`src/rtl/lts_pkg.sv`:
```
// ----------------------------------------------------------------------------
// lts_pkg: shared types and constants of the light-tracking servo stepper
// Beat payloads, register file image, tracking state and reset values.
// ----------------------------------------------------------------------------
package lts_pkg;

    localparam int CFG_INDEX_W = 3;
    localparam int CFG_DATA_W  = 16;

    localparam logic [CFG_INDEX_W-1:0] REG_POS_MIN     = 3'd0;
    localparam logic [CFG_INDEX_W-1:0] REG_POS_MAX     = 3'd1;
    localparam logic [CFG_INDEX_W-1:0] REG_DEADBAND    = 3'd2;
    localparam logic [CFG_INDEX_W-1:0] REG_GAIN        = 3'd3;
    localparam logic [CFG_INDEX_W-1:0] REG_FRAME_TICKS = 3'd4;

    localparam logic [7:0]  RST_POS_MIN     = 8'd40;
    localparam logic [7:0]  RST_POS_MAX     = 8'd192;
    localparam logic [7:0]  RST_DEADBAND    = 8'd14;
    localparam logic [7:0]  RST_GAIN        = 8'd12;
    localparam logic [15:0] RST_FRAME_TICKS = 16'd20000;

    localparam logic [7:0]  RST_POSITION = 8'd112;
    localparam logic [7:0]  RST_VELOCITY = 8'd1;
    localparam logic [7:0]  RST_LAST_REP = 8'd0;
    localparam logic [15:0] RST_HIGH     = 16'd1344;
    localparam logic [15:0] RST_LOW      = 16'd18656;

    typedef struct packed {
        logic [7:0] sample_a;
        logic [7:0] sample_b;
        logic [7:0] sample_c;
        logic [7:0] sample_d;
    } in_beat_t;

    typedef struct packed {
        logic [7:0]  cur_position;
        logic [15:0] high_ticks;
        logic [15:0] low_ticks;
        logic        moved;
        logic        report_valid;
        logic [7:0]  report_byte;
    } out_beat_t;

    typedef struct packed {
        logic [7:0]  pos_min;
        logic [7:0]  pos_max;
        logic [7:0]  deadband;
        logic [7:0]  gain;
        logic [15:0] frame_ticks;
    } cfg_t;

    typedef struct packed {
        logic [7:0]  position;
        logic [7:0]  velocity;
        logic        dir_up;
        logic        dir_down;
        logic [7:0]  last_reported;
        logic [15:0] high;
        logic [15:0] low;
    } track_state_t;

endpackage

```
`src/rtl/lts_cfg.sv`:
```
// ----------------------------------------------------------------------------
// lts_cfg: configuration register file
// Plain write port; writes to unknown indexes are dropped.
// ----------------------------------------------------------------------------
module lts_cfg
    import lts_pkg::*;
(
    input  logic                   clk,
    input  logic                   rst_n,
    input  logic                   wr_en,
    input  logic [CFG_INDEX_W-1:0] wr_index,
    input  logic [CFG_DATA_W-1:0]  wr_data,
    output cfg_t                   cfg
);

    cfg_t cfg_reg;
    cfg_t cfg_next;

    always_comb
    begin
        cfg_next = cfg_reg;
        if (wr_en)
        begin
            case (wr_index)
                REG_POS_MIN:     cfg_next.pos_min     = wr_data[7:0];
                REG_POS_MAX:     cfg_next.pos_max     = wr_data[7:0];
                REG_DEADBAND:    cfg_next.deadband    = wr_data[7:0];
                REG_GAIN:        cfg_next.gain        = wr_data[7:0];
                REG_FRAME_TICKS: cfg_next.frame_ticks = wr_data[15:0];
                default:         cfg_next = cfg_reg;
            endcase
        end
    end

    always_ff @(posedge clk or negedge rst_n)
    begin
        if (!rst_n)
        begin
            cfg_reg.pos_min     <= RST_POS_MIN;
            cfg_reg.pos_max     <= RST_POS_MAX;
            cfg_reg.deadband    <= RST_DEADBAND;
            cfg_reg.gain        <= RST_GAIN;
            cfg_reg.frame_ticks <= RST_FRAME_TICKS;
        end
        else
        begin
            cfg_reg <= cfg_next;
        end
    end

    assign cfg = cfg_reg;

endmodule

```
`src/rtl/lts_step.sv`:
```
// ----------------------------------------------------------------------------
// lts_step: one tracking step
// From a sample beat, the register file and the current state, form the next
// state and the result beat.
// ----------------------------------------------------------------------------
module lts_step
    import lts_pkg::*;
(
    input  in_beat_t     beat,
    input  cfg_t         cfg,
    input  track_state_t cur,
    output track_state_t nxt,
    output out_beat_t    result
);

    logic [8:0]  left_sum;
    logic [8:0]  right_sum;
    logic [7:0]  left_mean;
    logic [7:0]  right_mean;
    logic [7:0]  mag;
    logic        go_up;
    logic        go_down;
    logic        in_band;
    logic        report;
    logic [7:0]  vel_new;
    logic [7:0]  cand;
    logic        in_range;
    logic        moved;
    logic [15:0] hi_cand;
    logic [15:0] lo_cand;

    always_comb
    begin
        left_sum   = {1'b0, beat.sample_a} + {1'b0, beat.sample_c};
        right_sum  = {1'b0, beat.sample_b} + {1'b0, beat.sample_d};
        left_mean  = left_sum[8:1];
        right_mean = right_sum[8:1];
        go_up      = right_mean < left_mean;
        go_down    = left_mean < right_mean;
        mag        = go_up ? (left_mean - right_mean) : (right_mean - left_mean);
        in_band    = (mag != 8'd0) && (mag < cfg.deadband);
        report     = in_band && (cur.last_reported != cur.position);

        // velocity keeps growing while the direction repeats, wraps at 8 bits
        if (go_up)
            vel_new = cur.dir_up ? (cur.velocity + 8'd1) : 8'd1;
        else
            vel_new = cur.dir_down ? (cur.velocity + 8'd1) : 8'd1;

        cand     = go_up ? (cur.position + vel_new) : (cur.position - vel_new);
        in_range = (cand >= cfg.pos_min) && (cand <= cfg.pos_max);
        moved    = !in_band && (go_up || go_down) && in_range;
        hi_cand  = {8'd0, cfg.gain} * {8'd0, cand};
        lo_cand  = (cfg.frame_ticks > hi_cand) ? (cfg.frame_ticks - hi_cand) : 16'd0;

        nxt = cur;
        if (report)
            nxt.last_reported = cur.position;
        if (!in_band && (go_up || go_down))
        begin
            nxt.velocity = vel_new;
            nxt.dir_up   = go_up;
            nxt.dir_down = go_down;
        end
        if (moved)
        begin
            nxt.position = cand;
            nxt.high     = hi_cand;
            nxt.low      = lo_cand;
        end

        result.cur_position = nxt.position;
        result.high_ticks   = nxt.high;
        result.low_ticks    = nxt.low;
        result.moved        = moved;
        result.report_valid = report;
        result.report_byte  = report ? cur.position : 8'd0;
    end

endmodule

```
`src/rtl/light_tracking_servo_stepper.sv`:
```
// ----------------------------------------------------------------------------
// light_tracking_servo_stepper: sun-tracking servo stepper
// Input register, one step of tracking logic, result register.
// ----------------------------------------------------------------------------
// Takes one beat of four light samples per clock while in_stall is low and
// returns exactly one result beat per sample beat. The rate is one beat per
// cycle when the output is not stalled, set by the single step stage between
// the input register and the result register; the tracking state is updated
// as a beat moves into the result register, so the next beat already sees it.
// in_stall rises only when both the input register and the result register
// hold beats and the output is stalled. Register writes take effect on the
// next beat that reaches the step logic.
module light_tracking_servo_stepper
    import lts_pkg::*;
(
    input  logic                   clk,
    input  logic                   rst_n,
    input  logic                   in_valid,
    output logic                   in_stall,
    input  in_beat_t               in_data,
    output logic                   out_valid,
    input  logic                   out_stall,
    output out_beat_t              out_data,
    input  logic                   wr_en,
    input  logic [CFG_INDEX_W-1:0] wr_index,
    input  logic [CFG_DATA_W-1:0]  wr_data
);

    cfg_t         cfg;
    track_state_t state_reg;
    track_state_t state_next;
    out_beat_t    step_result;

    logic         in_valid_reg;
    in_beat_t     in_data_reg;
    logic         out_valid_reg;
    out_beat_t    out_data_reg;

    logic         out_free;
    logic         advance;
    logic         in_take;

    lts_cfg u_cfg (
        .clk      (clk),
        .rst_n    (rst_n),
        .wr_en    (wr_en),
        .wr_index (wr_index),
        .wr_data  (wr_data),
        .cfg      (cfg)
    );

    lts_step u_step (
        .beat   (in_data_reg),
        .cfg    (cfg),
        .cur    (state_reg),
        .nxt    (state_next),
        .result (step_result)
    );

    assign out_free = !out_valid_reg || !out_stall;
    assign advance  = in_valid_reg && out_free;
    assign in_stall = in_valid_reg && !out_free;
    assign in_take  = in_valid && !in_stall;

    always_ff @(posedge clk or negedge rst_n)
    begin
        if (!rst_n)
        begin
            in_valid_reg  <= 1'b0;
            out_valid_reg <= 1'b0;
            state_reg.position      <= RST_POSITION;
            state_reg.velocity      <= RST_VELOCITY;
            state_reg.dir_up        <= 1'b0;
            state_reg.dir_down      <= 1'b0;
            state_reg.last_reported <= RST_LAST_REP;
            state_reg.high          <= RST_HIGH;
            state_reg.low           <= RST_LOW;
        end
        else
        begin
            if (!in_stall)
                in_valid_reg <= in_valid;
            if (out_free)
                out_valid_reg <= in_valid_reg;
            if (advance)
                state_reg <= state_next;
        end
    end

    // payload registers: load only, no reset
    always_ff @(posedge clk)
    begin
        if (in_take)
            in_data_reg <= in_data;
        if (advance)
            out_data_reg <= step_result;
    end

    assign out_valid = out_valid_reg;
    assign out_data  = out_data_reg;

    // the result register always holds the newest beat, so it mirrors the state
    a_pos_mirror: assert property (@(posedge clk) disable iff (!rst_n)
        out_valid_reg |-> (out_data_reg.cur_position == state_reg.position)
            && (out_data_reg.high_ticks == state_reg.high)
            && (out_data_reg.low_ticks == state_reg.low))
        else $error("result beat does not match tracking state");

    a_report_no_move: assert property (@(posedge clk) disable iff (!rst_n)
        out_valid_reg && out_data_reg.report_valid |-> !out_data_reg.moved)
        else $error("report and step in the same beat");

    a_report_last: assert property (@(posedge clk) disable iff (!rst_n)
        out_valid_reg && out_data_reg.report_valid
            |-> (out_data_reg.report_byte == state_reg.last_reported))
        else $error("reported byte not recorded as last reported");

    a_no_report_zero: assert property (@(posedge clk) disable iff (!rst_n)
        out_valid_reg && !out_data_reg.report_valid |-> (out_data_reg.report_byte == 8'd0))
        else $error("report byte set without report");

    a_state_hold: assert property (@(posedge clk) disable iff (!rst_n)
        !advance |=> $stable(state_reg))
        else $error("tracking state changed without a step");

endmodule

```
`config.mk`:
```
export PLATFORM = sky130hd
export DESIGN_NAME = light_tracking_servo_stepper
export DESIGN_NICKNAME = d
export VERILOG_FILES = /design/src/rtl/lts_pkg.sv /design/src/rtl/lts_cfg.sv /design/src/rtl/lts_step.sv /design/src/rtl/light_tracking_servo_stepper.sv
export SDC_FILE = /design/constraint.sdc
export NUM_CORES = 1
export LEC_CHECK = 0
export ABC_CLOCK_PERIOD_IN_PS = 16500
export BUFFER_PORTS_ARGS = -buffer_cell sky130_fd_sc_hd__buf_4
export CAP_MARGIN = 20
export CORE_AREA = 2 2 230 232
export CTS_CLUSTER_SIZE = 24
export DETAILED_ROUTE_END_ITERATION = 6
export DIE_AREA = 0 0 232 234
export HOLD_SLACK_MARGIN = 0.08
export PLACE_DENSITY = 0.46
export SLEW_MARGIN = 20
export SYNTH_ARGS = -nofsm -noshare
export SYNTH_HDL_FRONTEND = slang
export SYNTH_SLANG_ARGS = --single-unit
```
`constraint.sdc`:
```
create_clock -name clk -period 16.5 [get_ports clk]
set_clock_uncertainty 0.15 [all_clocks]
set_input_delay 0.825 -clock clk [delete_from_list [all_inputs] [get_ports clk]]
set_output_delay 0.825 -clock clk [all_outputs]
set_load 0.01 [all_outputs]
```
==> metrics.md <==
| Metric | Value |
|---|---|
| Area of the core | 52000 µm² |
| Worst-Skew Late Latency | between 400 and 500 ps |
| Initial antenna violation count | 0 |
| Total Neg Setup Slack | 0 ps |
| RR Startpoint | in_data_reg[8] |
| Global route total overflow | 0 |
| Synthesized area per cell | 10.8 µm² |
| Synth warn | 0 |
| Post-CTS sizing | 0 |
| Largest area contributor in the netlist | edfxtp_1 |
| Final core utilization | 28.7% |
| Max-Cap Viols | 0 |
| Root buf cell | clkbuf_16 |
| ANT nets after route | 0 |
| Total track usage | 12.1% |
| Crit end category | register |
| Worst Path Arrival | 13380 ps |
| Syn Nets | 1395 |
| Hold Path Class | input port to asynchronous set/reset pin |
| Mapped cell area | 12800 µm² |
| Critical Path Source | in_data_reg[8] |
| Fin crit period | around 13000 ps |
| Routability Congestion | around 0.78 |
| Die width | roughly 230 µm |
| Synth top area share | 19.2% |
| DIE HEIGHT | 234 µm |
| IO Port Bufs | about 110 |
| Via-per-instance ratio | 4.34 |
| Final hold vios | 0 |
| Yosys reg bits | 190 |
| Crit-path most repeated cell | inv_1 |
| Sequential area share after synthesis | between 40% and 50% |
| Antenna Cells | 0 |
| TritonRoute pass-1 iters | 5 |
| Layout cell share with drive strength beyond 1 | 20.3% |
| DR DRC count | 0 |
| Max reg flops | 58 |
| Inserted Clock Buffers | 17 |
| Clock Pin Slew Worst Setup and Hold Paths | about 80 ps |
| Final Max Tran Viols | 0 |
| Final Net Count | 1497 |
| H-tree Lvls | 4 |
| Site row count | 84 |
| Starting density of the core | 24.6% |
| CTS tree | done |
| Setup violations, final | 0 |
| Setup Fix Bufs, Post-CTS | 0 |
| Library cells used by synthesis | 72 |
| Critical Path Source Type | register |
| Final Cycle Share | 80.5% |
| Drt total wl | 31.0 mm |
| Top_reg_cell synth | edfxtp_1 |
| Top Ports | 108 |
| Setup CP Type | register to register |
| Critical Path Slowest Stage Cell | mux2i_1 |
| Post-synth top cells | inv_1 (134), ha_1 (112), nand2_1 (89) |
| Worst stage delay on the critical path | around 720 ps |
| Top-count cell post-synth | inv_1 |
| Post-detail-place hpwl | 23.6 mm |
| P&R area growth vs syn | 16.9% |
| Vias in the first global route | around 8900 |
| Slew headroom | 35.5% |
| Worst-Margin Slew | roughly 960 ps |
| WP data required | 16590 ps |
| Max Fclk | 75.3 MHz |
| Main area contributors after synthesis | edfxtp_1 (19%), dfrtp_1 (16%), ha_1 (11%) |
| Die area | 54300 µm² |
| Worst Path Max Fanout | 32 |
| Initial DRC count | around 400 |
| First-pass GRT wire length | 50.0 mm |
| Status | finished, final reports clean |
| Pre-CTS WS | 3200 ps |
| Drt wl/cell | 15.6 µm |
| RSZ-0062 raised after global routing | false |
| CTS sink cnt | 190 |
| Largest net degree at the start of global routing | 62 |
| Syn Inst Count | ~1200 |
| Hold-fix buffers, CTS | 0 |
| Post-synth EDFFs | 82 |
| Async set or reset register ratio after synthesis | 56.8% |
| Clk buf depth | 2 |
| Vias | 8628 |
| Final worst slack | around 3200 ps |
==> worst paths after layout <==
check,end,slack (ps),depth (start not counted)
max,out_data[17],3220,54
max reg2reg,out_data[17],3220,54
min in group clk,out_valid,340,1
max in group asynchronous,in_valid_reg,14640,2
min reg2reg,out_valid,340,1
min,state_reg[29],230,1
==> critical path: cells and delay by family, from the launching register on <==
kind / cells / cell delay [ps]
muxes: 1 / 720
DFF: 1 / 350
xor gates and xnor gates: 3 / 510
buffers and inverters: 8 / 850
and+or+nand+nor: 11 / 1790
AOI/OAI and AO/OA: 20 / 4010
adders and majority gates: 11 / 4580
==> layout by cell type (no fill, tap or decap), types with 9 or more instances in the layout <==
cell / n
fa_1: 42
edfxtp_1: 82
clkbuf_16: 17
o21a_1: 9
dfrtp_1: 82
dfstp_2: 26
inv_1: 134
nor2b_1: 20
nand2_1: 89
mux2_2: 42
mux2_4: 21
a22o_1: 17
nand3_1: 16
o21ai_0: 64
nand2b_1: 23
nor2_1: 41
o21bai_1: 10
a21o_1: 22
buf_4: 120
and2_1: 54
xor2_1: 25
a32o_1: 16
a21oi_1: 46
xnor2_1: 35
nor3_1: 14
ha_1: 112
==> stage by stage <==
step                      hold WS, ps  area [µm²]  std cells
after floorplan                   299       12800       1185
after global placement            324       14400       1956
after detailed placement          331       14400       1956
after CTS                         216       15000       1988
after global routing              256       15000       1988
final                             227       15000       1988
==> routing by layer <==
metal / track usage (%) / wire [µm]
met1: 15.0 / 14100
met2: 21.0 / 15400
met3: 2.40 / 1040
met4: 3.79 / 472
met5: 0 / 0
==> logic make-up after synthesis <==
| family | after synthesis | synth area share [%] |
|---|---|---|
| buffers and inverters | 172 | 5.46 |
| adders and majority gates | 156 | 17.7 |
| AOI/OAI and AO/OA | 242 | 13.3 |
| muxes | 69 | 6.63 |
| and+or+nand+nor | 295 | 12.0 |
| DFF | 190 | 40.6 |
| xor gates and xnor gates | 61 | 4.28 |
==> layout make-up <==
cell class              count  area [µm²]
fillers                  5432       37100
multi-input cells         823        6900
repair buffers            120         901
well taps                 688         861
inverters                 135         507
flip-flops and latches    190        5200
clock inverters            13         144
clock buffers              19         443
Power is left out: the tool's default activity adds up to more than one toggle a clock period on the data nets, which glitch-free logic cannot reach.
